===== src/hw/rtl/md5_pkg.sv =====
// MD5 engine package: sequencer states, buffer write request, round tables.
// No dependencies; used by md5_msg_buf, md5_round and md5_hash_engine_core.
package md5_pkg;

    localparam logic [31:0] IV_A = 32'h67452301;
    localparam logic [31:0] IV_B = 32'hEFCDAB89;
    localparam logic [31:0] IV_C = 32'h98BADCFE;
    localparam logic [31:0] IV_D = 32'h10325476;
    localparam logic [7:0]  PAD_MARK = 8'h80;
    localparam logic [5:0]  LEN_POS = 6'd55;
    localparam logic [5:0]  LAST_POS = 6'd63;
    localparam logic [5:0]  LAST_ROUND = 6'd63;
    localparam logic [3:0]  LEN_LO_WORD = 4'd14;
    localparam logic [3:0]  LEN_HI_WORD = 4'd15;

    typedef enum logic [2:0] {
        ST_IDLE,
        ST_ROUND,
        ST_ADD,
        ST_PAD,
        ST_LEN,
        ST_OUT
    } state_t;

    typedef enum logic [1:0] {
        RET_IDLE,
        RET_PAD,
        RET_OUT
    } ret_t;

    typedef enum logic [1:0] {
        PH_F,
        PH_G,
        PH_H,
        PH_I
    } phase_t;

    typedef struct packed {
        logic        byte_en;
        logic [5:0]  pos;
        logic [7:0]  data;
        logic        len_en;
        logic [63:0] bit_len;
    } buf_wr_t;

    function automatic logic [31:0] round_const(input logic [5:0] r);
        logic [31:0] k;
        case (r)
            6'd0:  k = 32'hd76aa478;  6'd1:  k = 32'he8c7b756;
            6'd2:  k = 32'h242070db;  6'd3:  k = 32'hc1bdceee;
            6'd4:  k = 32'hf57c0faf;  6'd5:  k = 32'h4787c62a;
            6'd6:  k = 32'ha8304613;  6'd7:  k = 32'hfd469501;
            6'd8:  k = 32'h698098d8;  6'd9:  k = 32'h8b44f7af;
            6'd10: k = 32'hffff5bb1;  6'd11: k = 32'h895cd7be;
            6'd12: k = 32'h6b901122;  6'd13: k = 32'hfd987193;
            6'd14: k = 32'ha679438e;  6'd15: k = 32'h49b40821;
            6'd16: k = 32'hf61e2562;  6'd17: k = 32'hc040b340;
            6'd18: k = 32'h265e5a51;  6'd19: k = 32'he9b6c7aa;
            6'd20: k = 32'hd62f105d;  6'd21: k = 32'h02441453;
            6'd22: k = 32'hd8a1e681;  6'd23: k = 32'he7d3fbc8;
            6'd24: k = 32'h21e1cde6;  6'd25: k = 32'hc33707d6;
            6'd26: k = 32'hf4d50d87;  6'd27: k = 32'h455a14ed;
            6'd28: k = 32'ha9e3e905;  6'd29: k = 32'hfcefa3f8;
            6'd30: k = 32'h676f02d9;  6'd31: k = 32'h8d2a4c8a;
            6'd32: k = 32'hfffa3942;  6'd33: k = 32'h8771f681;
            6'd34: k = 32'h6d9d6122;  6'd35: k = 32'hfde5380c;
            6'd36: k = 32'ha4beea44;  6'd37: k = 32'h4bdecfa9;
            6'd38: k = 32'hf6bb4b60;  6'd39: k = 32'hbebfbc70;
            6'd40: k = 32'h289b7ec6;  6'd41: k = 32'heaa127fa;
            6'd42: k = 32'hd4ef3085;  6'd43: k = 32'h04881d05;
            6'd44: k = 32'hd9d4d039;  6'd45: k = 32'he6db99e5;
            6'd46: k = 32'h1fa27cf8;  6'd47: k = 32'hc4ac5665;
            6'd48: k = 32'hf4292244;  6'd49: k = 32'h432aff97;
            6'd50: k = 32'hab9423a7;  6'd51: k = 32'hfc93a039;
            6'd52: k = 32'h655b59c3;  6'd53: k = 32'h8f0ccc92;
            6'd54: k = 32'hffeff47d;  6'd55: k = 32'h85845dd1;
            6'd56: k = 32'h6fa87e4f;  6'd57: k = 32'hfe2ce6e0;
            6'd58: k = 32'ha3014314;  6'd59: k = 32'h4e0811a1;
            6'd60: k = 32'hf7537e82;  6'd61: k = 32'hbd3af235;
            6'd62: k = 32'h2ad7d2bb;  6'd63: k = 32'heb86d391;
            default: k = 32'h0;
        endcase
        return k;
    endfunction

    function automatic logic [4:0] round_shift(input logic [1:0] ph, input logic [1:0] q);
        logic [4:0] s;
        case ({ph, q})
            4'd0:  s = 5'd7;   4'd1:  s = 5'd12;  4'd2:  s = 5'd17;  4'd3:  s = 5'd22;
            4'd4:  s = 5'd5;   4'd5:  s = 5'd9;   4'd6:  s = 5'd14;  4'd7:  s = 5'd20;
            4'd8:  s = 5'd4;   4'd9:  s = 5'd11;  4'd10: s = 5'd16;  4'd11: s = 5'd23;
            4'd12: s = 5'd6;   4'd13: s = 5'd10;  4'd14: s = 5'd15;  4'd15: s = 5'd21;
            default: s = 5'd0;
        endcase
        return s;
    endfunction

endpackage


===== src/hw/rtl/md5_msg_buf.sv =====
// MD5 message block buffer: sixteen 32-bit words, byte and length writes.
// Depends on md5_pkg for the write request type.
module md5_msg_buf
(
    input  logic             clk,
    input  md5_pkg::buf_wr_t wr,
    input  logic [3:0]       rd_idx,
    output logic [31:0]      rd_data
);

    logic [31:0] word_reg [16];

    always_ff @(posedge clk)
    begin
        if (wr.byte_en)
        begin
            word_reg[wr.pos[5:2]][{wr.pos[1:0], 3'b000} +: 8] <= wr.data;
        end
        if (wr.len_en)
        begin
            word_reg[md5_pkg::LEN_LO_WORD] <= wr.bit_len[31:0];
            word_reg[md5_pkg::LEN_HI_WORD] <= wr.bit_len[63:32];
        end
    end

    assign rd_data = word_reg[rd_idx];

endmodule


===== src/hw/rtl/md5_round.sv =====
// MD5 round unit: message word selection, round function, rotate and add.
// Depends on md5_pkg for the round constant and shift tables.
module md5_round
(
    input  logic [5:0]  rnd,
    input  logic [31:0] a,
    input  logic [31:0] b,
    input  logic [31:0] c,
    input  logic [31:0] d,
    input  logic [31:0] m,
    output logic [3:0]  g,
    output logic [31:0] new_b
);

    md5_pkg::phase_t ph;
    logic [3:0]  q;
    logic [31:0] f;
    logic [31:0] sum;
    logic [63:0] rot;
    logic [4:0]  sh;

    always_comb
    begin
        ph = md5_pkg::phase_t'(rnd[5:4]);
        q  = rnd[3:0];
        case (ph)
            md5_pkg::PH_F:
            begin
                f = (b & c) | (~b & d);
                g = q;
            end
            md5_pkg::PH_G:
            begin
                f = (d & b) | (~d & c);
                g = 4'((q << 2) + q + 4'd1);
            end
            md5_pkg::PH_H:
            begin
                f = b ^ c ^ d;
                g = 4'((q << 1) + q + 4'd5);
            end
            md5_pkg::PH_I:
            begin
                f = c ^ (b | ~d);
                g = 4'((q << 3) - q);
            end
            default:
            begin
                f = 32'h0;
                g = 4'd0;
            end
        endcase
        sh    = md5_pkg::round_shift(rnd[5:4], q[1:0]);
        sum   = a + f + md5_pkg::round_const(rnd) + m;
        rot   = {sum, sum} << sh;
        new_b = b + rot[63:32];
    end

endmodule


===== src/hw/rtl/md5_hash_engine_core.sv =====
// MD5 engine top level: stream ports, sequencer, counters and chaining value.
// Depends on md5_pkg, md5_round and md5_msg_buf.
//
// Message bytes are taken one per cycle while the block is ready. The 64th
// byte of a block starts a compression (64 rounds through the single round
// unit, then the chaining add) during which no byte is taken. An item with
// tlast pads one byte position per cycle up to position 55 (through 63 and
// again from 0 when fewer than 9 positions remain, with one more
// compression), writes the length, compresses, and then offers the
// digest as four words A..D; the next message starts after the fourth
// word is taken.
module md5_hash_engine_core
(
    input  logic        clk,
    input  logic        rst_n,
    input  logic        s_axis_tvalid,
    output logic        s_axis_tready,
    input  logic [7:0]  s_axis_tdata,   // [7:0] data_byte
    input  logic [0:0]  s_axis_tuser,   // [0] byte_present
    input  logic        s_axis_tlast,   // end_of_message
    output logic        m_axis_tvalid,
    input  logic        m_axis_tready,
    output logic [31:0] m_axis_tdata,   // [31:0] digest_word
    output logic [1:0]  m_axis_tuser,   // [1:0] word_index
    output logic        m_axis_tlast    // last_word
);

    md5_pkg::state_t state_reg, state_next;
    md5_pkg::ret_t   ret_reg, ret_next;
    logic [63:0] cnt_reg, cnt_next;
    logic [5:0]  rnd_reg, rnd_next;
    logic [5:0]  pad_pos_reg, pad_pos_next;
    logic        mark_done_reg, mark_done_next;
    logic [1:0]  out_idx_reg, out_idx_next;
    logic [31:0] chain_reg [4];
    logic [31:0] chain_next [4];
    logic [31:0] rw_reg [4];
    logic [31:0] rw_next [4];

    md5_pkg::buf_wr_t wr;
    logic [3:0]  g;
    logic [31:0] m_word;
    logic [31:0] new_b;
    logic [5:0]  pos;
    logic        start_cmp;

    md5_round u_round
    (
        .rnd   (rnd_reg),
        .a     (rw_reg[0]),
        .b     (rw_reg[1]),
        .c     (rw_reg[2]),
        .d     (rw_reg[3]),
        .m     (m_word),
        .g     (g),
        .new_b (new_b)
    );

    md5_msg_buf u_buf
    (
        .clk     (clk),
        .wr      (wr),
        .rd_idx  (g),
        .rd_data (m_word)
    );

    always_ff @(posedge clk or negedge rst_n)
    begin
        if (!rst_n)
        begin
            state_reg     <= md5_pkg::ST_IDLE;
            ret_reg       <= md5_pkg::RET_IDLE;
            cnt_reg       <= 64'd0;
            rnd_reg       <= 6'd0;
            pad_pos_reg   <= 6'd0;
            mark_done_reg <= 1'b0;
            out_idx_reg   <= 2'd0;
            chain_reg[0]  <= md5_pkg::IV_A;
            chain_reg[1]  <= md5_pkg::IV_B;
            chain_reg[2]  <= md5_pkg::IV_C;
            chain_reg[3]  <= md5_pkg::IV_D;
        end
        else
        begin
            state_reg     <= state_next;
            ret_reg       <= ret_next;
            cnt_reg       <= cnt_next;
            rnd_reg       <= rnd_next;
            pad_pos_reg   <= pad_pos_next;
            mark_done_reg <= mark_done_next;
            out_idx_reg   <= out_idx_next;
            chain_reg     <= chain_next;
        end
    end

    always_ff @(posedge clk)
    begin
        rw_reg <= rw_next;
    end

    always_comb
    begin
        state_next     = state_reg;
        ret_next       = ret_reg;
        cnt_next       = cnt_reg;
        rnd_next       = rnd_reg;
        pad_pos_next   = pad_pos_reg;
        mark_done_next = mark_done_reg;
        out_idx_next   = out_idx_reg;
        chain_next     = chain_reg;
        rw_next        = rw_reg;
        start_cmp      = 1'b0;
        pos            = cnt_reg[5:0];
        wr.byte_en     = 1'b0;
        wr.pos         = pos;
        wr.data        = s_axis_tdata;
        wr.len_en      = 1'b0;
        wr.bit_len     = {cnt_reg[60:0], 3'b000};
        s_axis_tready  = 1'b0;
        m_axis_tvalid  = 1'b0;

        case (state_reg)
            md5_pkg::ST_IDLE:
            begin
                s_axis_tready = 1'b1;
                if (s_axis_tvalid)
                begin
                    mark_done_next = 1'b0;
                    if (s_axis_tuser[0])
                    begin
                        wr.byte_en = 1'b1;
                        cnt_next   = cnt_reg + 64'd1;
                    end
                    if (s_axis_tuser[0] && pos == md5_pkg::LAST_POS)
                    begin
                        start_cmp = 1'b1;
                        ret_next  = s_axis_tlast ? md5_pkg::RET_PAD : md5_pkg::RET_IDLE;
                    end
                    else if (s_axis_tlast)
                    begin
                        state_next   = md5_pkg::ST_PAD;
                        pad_pos_next = cnt_next[5:0];
                    end
                end
            end
            md5_pkg::ST_ROUND:
            begin
                rw_next[0] = rw_reg[3];
                rw_next[1] = new_b;
                rw_next[2] = rw_reg[1];
                rw_next[3] = rw_reg[2];
                rnd_next   = rnd_reg + 6'd1;
                if (rnd_reg == md5_pkg::LAST_ROUND)
                begin
                    state_next = md5_pkg::ST_ADD;
                end
            end
            md5_pkg::ST_ADD:
            begin
                for (int i = 0; i < 4; i++)
                begin
                    chain_next[i] = chain_reg[i] + rw_reg[i];
                end
                case (ret_reg)
                    md5_pkg::RET_PAD:
                    begin
                        state_next   = md5_pkg::ST_PAD;
                        pad_pos_next = 6'd0;
                    end
                    md5_pkg::RET_OUT:
                    begin
                        state_next   = md5_pkg::ST_OUT;
                        out_idx_next = 2'd0;
                    end
                    default:
                    begin
                        state_next = md5_pkg::ST_IDLE;
                    end
                endcase
            end
            md5_pkg::ST_PAD:
            begin
                wr.byte_en     = 1'b1;
                wr.pos         = pad_pos_reg;
                wr.data        = mark_done_reg ? 8'h00 : md5_pkg::PAD_MARK;
                mark_done_next = 1'b1;
                if (pad_pos_reg == md5_pkg::LEN_POS)
                begin
                    state_next = md5_pkg::ST_LEN;
                end
                else if (pad_pos_reg == md5_pkg::LAST_POS)
                begin
                    start_cmp = 1'b1;
                    ret_next  = md5_pkg::RET_PAD;
                end
                else
                begin
                    pad_pos_next = pad_pos_reg + 6'd1;
                end
            end
            md5_pkg::ST_LEN:
            begin
                wr.len_en = 1'b1;
                start_cmp = 1'b1;
                ret_next  = md5_pkg::RET_OUT;
            end
            md5_pkg::ST_OUT:
            begin
                m_axis_tvalid = 1'b1;
                if (m_axis_tready)
                begin
                    if (out_idx_reg == 2'd3)
                    begin
                        state_next    = md5_pkg::ST_IDLE;
                        cnt_next      = 64'd0;
                        chain_next[0] = md5_pkg::IV_A;
                        chain_next[1] = md5_pkg::IV_B;
                        chain_next[2] = md5_pkg::IV_C;
                        chain_next[3] = md5_pkg::IV_D;
                    end
                    else
                    begin
                        out_idx_next = out_idx_reg + 2'd1;
                    end
                end
            end
            default:
            begin
                state_next = md5_pkg::ST_IDLE;
            end
        endcase

        if (start_cmp)
        begin
            state_next = md5_pkg::ST_ROUND;
            rnd_next   = 6'd0;
            rw_next    = chain_reg;
        end
    end

    assign m_axis_tdata = chain_reg[out_idx_reg];
    assign m_axis_tuser = out_idx_reg;
    assign m_axis_tlast = (out_idx_reg == 2'd3);

endmodule


===== config.mk =====
export PLATFORM = sky130hd
export DESIGN_NAME = md5_hash_engine_core
export DESIGN_NICKNAME = d
export VERILOG_FILES = /design/src/hw/rtl/md5_pkg.sv /design/src/hw/rtl/md5_msg_buf.sv /design/src/hw/rtl/md5_round.sv /design/src/hw/rtl/md5_hash_engine_core.sv
export SDC_FILE = /design/constraint.sdc
export NUM_CORES = 2
export LEC_CHECK = 0
export ABC_AREA = 1
export BUFFER_PORTS_ARGS = -buffer_cell sky130_fd_sc_hd__buf_4
export CORE_UTILIZATION = 30
export DETAILED_ROUTE_END_ITERATION = 8
export PLACE_DENSITY = 0.56
export SYNTH_ARGS = -nofsm -noshare
export SYNTH_HDL_FRONTEND = slang
export SYNTH_HIERARCHICAL = 1
export SYNTH_SLANG_ARGS = --single-unit

===== constraint.sdc =====
create_clock -name clk -period 8.35 [get_ports clk]
set_input_delay 0.835 -clock clk [delete_from_list [all_inputs] [get_ports clk]]
set_output_delay 0.835 -clock clk [all_outputs]
set_load 0.005 [all_outputs]

==> impl_results.md <==
- Final routed wire length divided by cell count: 21.99 um
- Nets@finish: 9279
- Reg-to-Reg Start: rnd_reg[0]$_DFFE_PN0P_
- Final standard cell count with taps included and fillers excluded: 11.72k
- Clock power share: 49.3%
- Type of the worst setup path: register to register
- Overall die width: 454.3 um
- Register-to-register path setup slack: 0.31 ns
- Number of nets with antenna violations after detailed routing: 0
- Internal power consumption: 6994 uW
- Vias per cell: 5.113
- Number of synthesis warnings: 6
- Net Sw Power: 2012 uW
- Clock skew: 0.06646 ns
- Vias in the first global route: 55.67k
- Die Ht: 454.3 um
- Depth of the worst register-to-register path: 47
- Switch share: 22.34%
- Timing startpoint of the critical path: rnd_reg[0]$_DFFE_PN0P_
- Post-detail-place hpwl: 195100 um
- Starting density of the core: 30.27%
- DRC violation total after the first TritonRoute iteration: 6452
- Total die area: 0.2064 mm^2
- Final period demand of the worst path: 8.037 ns
- Number of register bits inferred by synthesis: 849
- Proportion of synthesized flip-flops having asynchronous set or reset: 24.62%
- Most common cell in the synthesized netlist: nand2_1
- Cell seen most often among critical-path stages: nand2_1
- Synthesized area: 0.06138 mm^2
- Pleak: 0.03551 uW
- Total count of max-transition violations in the final report: 0
- H-tree depth: 3
- Gate Count Post-Synth: 8516
- Endpoints failing hold: 0
- Worst hold-check path type: input port to register
- Peak per-stage delay on the critical path: 0.49 ns
- Setup ws final: 0.3135 ns
- Leftover overflow at the end of global routing: 0
- Number of enable-type register cells in the synthesized netlist: 640
- Boundary pin count: 51
- Kind of end point of the critical path: register
- Overall track demand over capacity in global routing: 24.12%
- Number of placed instances, taps included: 11.51k
- Final setup violation count: 0
- Antenna violations before repair: 9
- DRC violations left: 0
- Number of sinks on the clock net: 849
- Mean post-synth cell area: 7.207 um^2
- CP Launch Type: register
- Power density over the cells: 122.6 mW/mm^2
- Vias: 59.93k
- Endpoint of the worst setup timing path: rw_reg[92]$_DFFE_PP_
- Skew-Pair Late Insertion Delay: 0.78 ns
- Fraction of final layout cells sized beyond drive strength 1: 13.55%
- Placed Area: 0.06823 mm^2
- Most used DFF post-synth: edfxtp_1
- Final worst path period share: 96.25%
- Clock transition at the register clock pins on the worst setup and hold paths after CTS: 0.06 ns
- Top cell type by total area after synthesis: edfxtp_1
- WP data required: 8.93 ns
- Largest register FFs: 512
- Growth of design area from synthesis to finish: 19.66%
- Worst setup slack before clock tree synthesis: -0.2777 ns
- Tightest Pin Transition: 1.315 ns
- Combinational power share: 0.7%
- Layout Cell Area excl Fill: 0.07344 mm^2
- Area of the core region: 0.2027 mm^2
- Number of buffers inserted during clock tree synthesis: 97
- Row count: 165
- Quantity of I/O buffers inserted on ports: 50
- Final TNS setup: 0 ns
- List of most frequent post-synthesis cells: nand2_1 (2711), inv_1 (1368), nand3_1 (954)
- Share of the yosys chip area belonging to registers: 39.96%
- Biggest fanout along the worst timing path: 7
- Final estimated routing congestion in global placement: 1.004
- RR Endpoint: rw_reg[92]$_DFFE_PP_
- Total length of routed wires: 257800 um
- Clock Path Buffers: 3
- Maximum number of pins on one net before global-route repair: 179
- TritonCTS clock tree: yes
- Area share of the largest cell type after synthesis: 31.31%
- First-pass DRT Iterations: 9
- Top cells by area, synth: edfxtp_1 (31%), nand2_1 (17%), inv_1 (8.4%)
- Number of maximum-capacitance violations: 0
- Signal arrival time at the worst endpoint: 8.61 ns
- Clock Root Buffer: clkbuf_16
- Maximum resistive drop on vdd: 0.0001646 V
- Slowest stage cell on the critical path: fa_1
- Hold Path Stages: 3
- First-pass GRT wire length: 369900 um
- Final Core Density: 36.23%
- Share of power burned in registers: 50.0%
- Outcome: completed
- Count of unique library cells instantiated by Yosys: 74
- Relative slew slack: 11.43%
- Maximum clock rate: 124.4 MHz
==> cells by family (layout without fill, tap and decap cells) <==
| family | Yosys count | count (layout) | synth area share, % |
|---|---|---|---|
| and+or+nand+nor | 4517 | 4517 | 30.46 |
| buffers and inverters | 1683 | 2214 | 11.16 |
| AOI/OAI and AO/OA | 1023 | 1023 | 9.390 |
| DFF | 849 | 849 | 39.96 |
| adders and majority gates | 300 | 300 | 6.972 |
| xor gates and xnor gates | 138 | 138 | 1.969 |
| muxes | 5 | 5 | 0.08155 |
| other | 1 | 4 | 0.006110 |
==> per-stage QoR <==
step / total power (uW) / hold WS (ns)
2_1_floorplan: 4607 / 0.4367
4_1_cts: 9087 / 0.3673
3_5_place_dp: 4654 / 0.4724
5_1_grt: 9225 / 0.4151
3_3_place_gp: 4653 / 0.4556
6_report: 9006 / 0.4064
==> power by group through the flow <==
stage	registers (uW)	clock network (uW)	logic, uW
after global placement	4590	0	63.6
final	4500	4440	62.7
after floorplan	4590	0	16.7
after global routing	4500	4650	69.6
after CTS	4500	4520	64.9
after detailed placement	4590	0	64.2
==> area by class of cell <==
| class | count | area (um^2) |
|---|---|---|
| well taps | 2672 | 3343 |
| flip-flops and latches | 849 | 24530 |
| fillers | 21390 | 129300 |
| clock buffers | 126 | 2596 |
| inverters | 1391 | 5243 |
| multi-input cells | 5986 | 31520 |
| diodes | 1 | 2.502 |
| repair buffers | 640 | 5544 |
| clock inverters | 57 | 666.9 |
==> metal layers <==
metal	vias up	share of wire [%]	track usage, %
met5	-	0.0047	0
met4	2	4.2	9.706
met3	471	8.6	4.177
met2	2564	44	37.22
met1	28610	44	33.29
li1	28290	-	-
==> critical path, delay by kind of cell (launching register included) <==
kind	cells	cell delay [ns]
adders and majority gates	7	2.34
and+or+nand+nor	18	1.89
AOI/OAI and AO/OA	7	1.31
buffers and inverters	10	1.17
xor gates and xnor gates	4	0.61
DFF	1	0.42
muxes	1	0.08
==> layout by cell type (no fill, tap or decap), types with 16 or more instances in the layout <==
cell type / Yosys / layout
a21oi_1: 363 / 325
o21ai_0: 353 / 343
clkinv_2: 0 / 17
inv_1: 1368 / 1354
o22ai_1: 60 / 60
o21ai_1: 62 / 62
and2_1: 16 / 16
clkbuf_16: 0 / 105
nor2_1: 659 / 636
dfstp_2: 64 / 64
xnor2_1: 60 / 58
buf_4: 41 / 581
buf_12: 0 / 36
a21oi_2: 6 / 39
nor2_2: 10 / 29
inv_2: 20 / 31
nand2_2: 6 / 53
o211ai_1: 43 / 43
fa_1: 70 / 62
nor3_1: 51 / 44
nand4_1: 40 / 40
nand3_1: 954 / 869
dfrtp_1: 145 / 142
edfxtp_1: 640 / 640
clkbuf_1: 95 / 23
ha_1: 230 / 199
ha_4: 0 / 28
o21bai_1: 29 / 27
xor2_1: 78 / 71
nand2_1: 2711 / 2660
nand3_2: 7 / 89
==> worst min-delay path by stage <==
stage	from	end	slack (ns)
after floorplan	mark_done_reg$_DFFE_PN0P_	mark_done_reg$_DFFE_PN0P_	0.44
after global placement	mark_done_reg$_DFFE_PN0P_	mark_done_reg$_DFFE_PN0P_	0.46
after detailed placement	mark_done_reg$_DFFE_PN0P_	mark_done_reg$_DFFE_PN0P_	0.47
after CTS	s_axis_tlast	ret_reg[0]$_DFFE_PN0P_	0.37
after global routing	s_axis_tuser	cnt_reg[9]$_DFFE_PN0P_	0.42
final	s_axis_tlast	ret_reg[0]$_DFFE_PN0P_	0.41
==> timing repair <==
action	CTS	global route
resized for setup	9	321
pin swaps	0	80
gates cloned	1	8
hold endpoints to repair	14	0
hold buffers	1	0
buffers inserted	0	22
endpoints found under the setup margin	11	22
(Power assumes the default switching activity.)
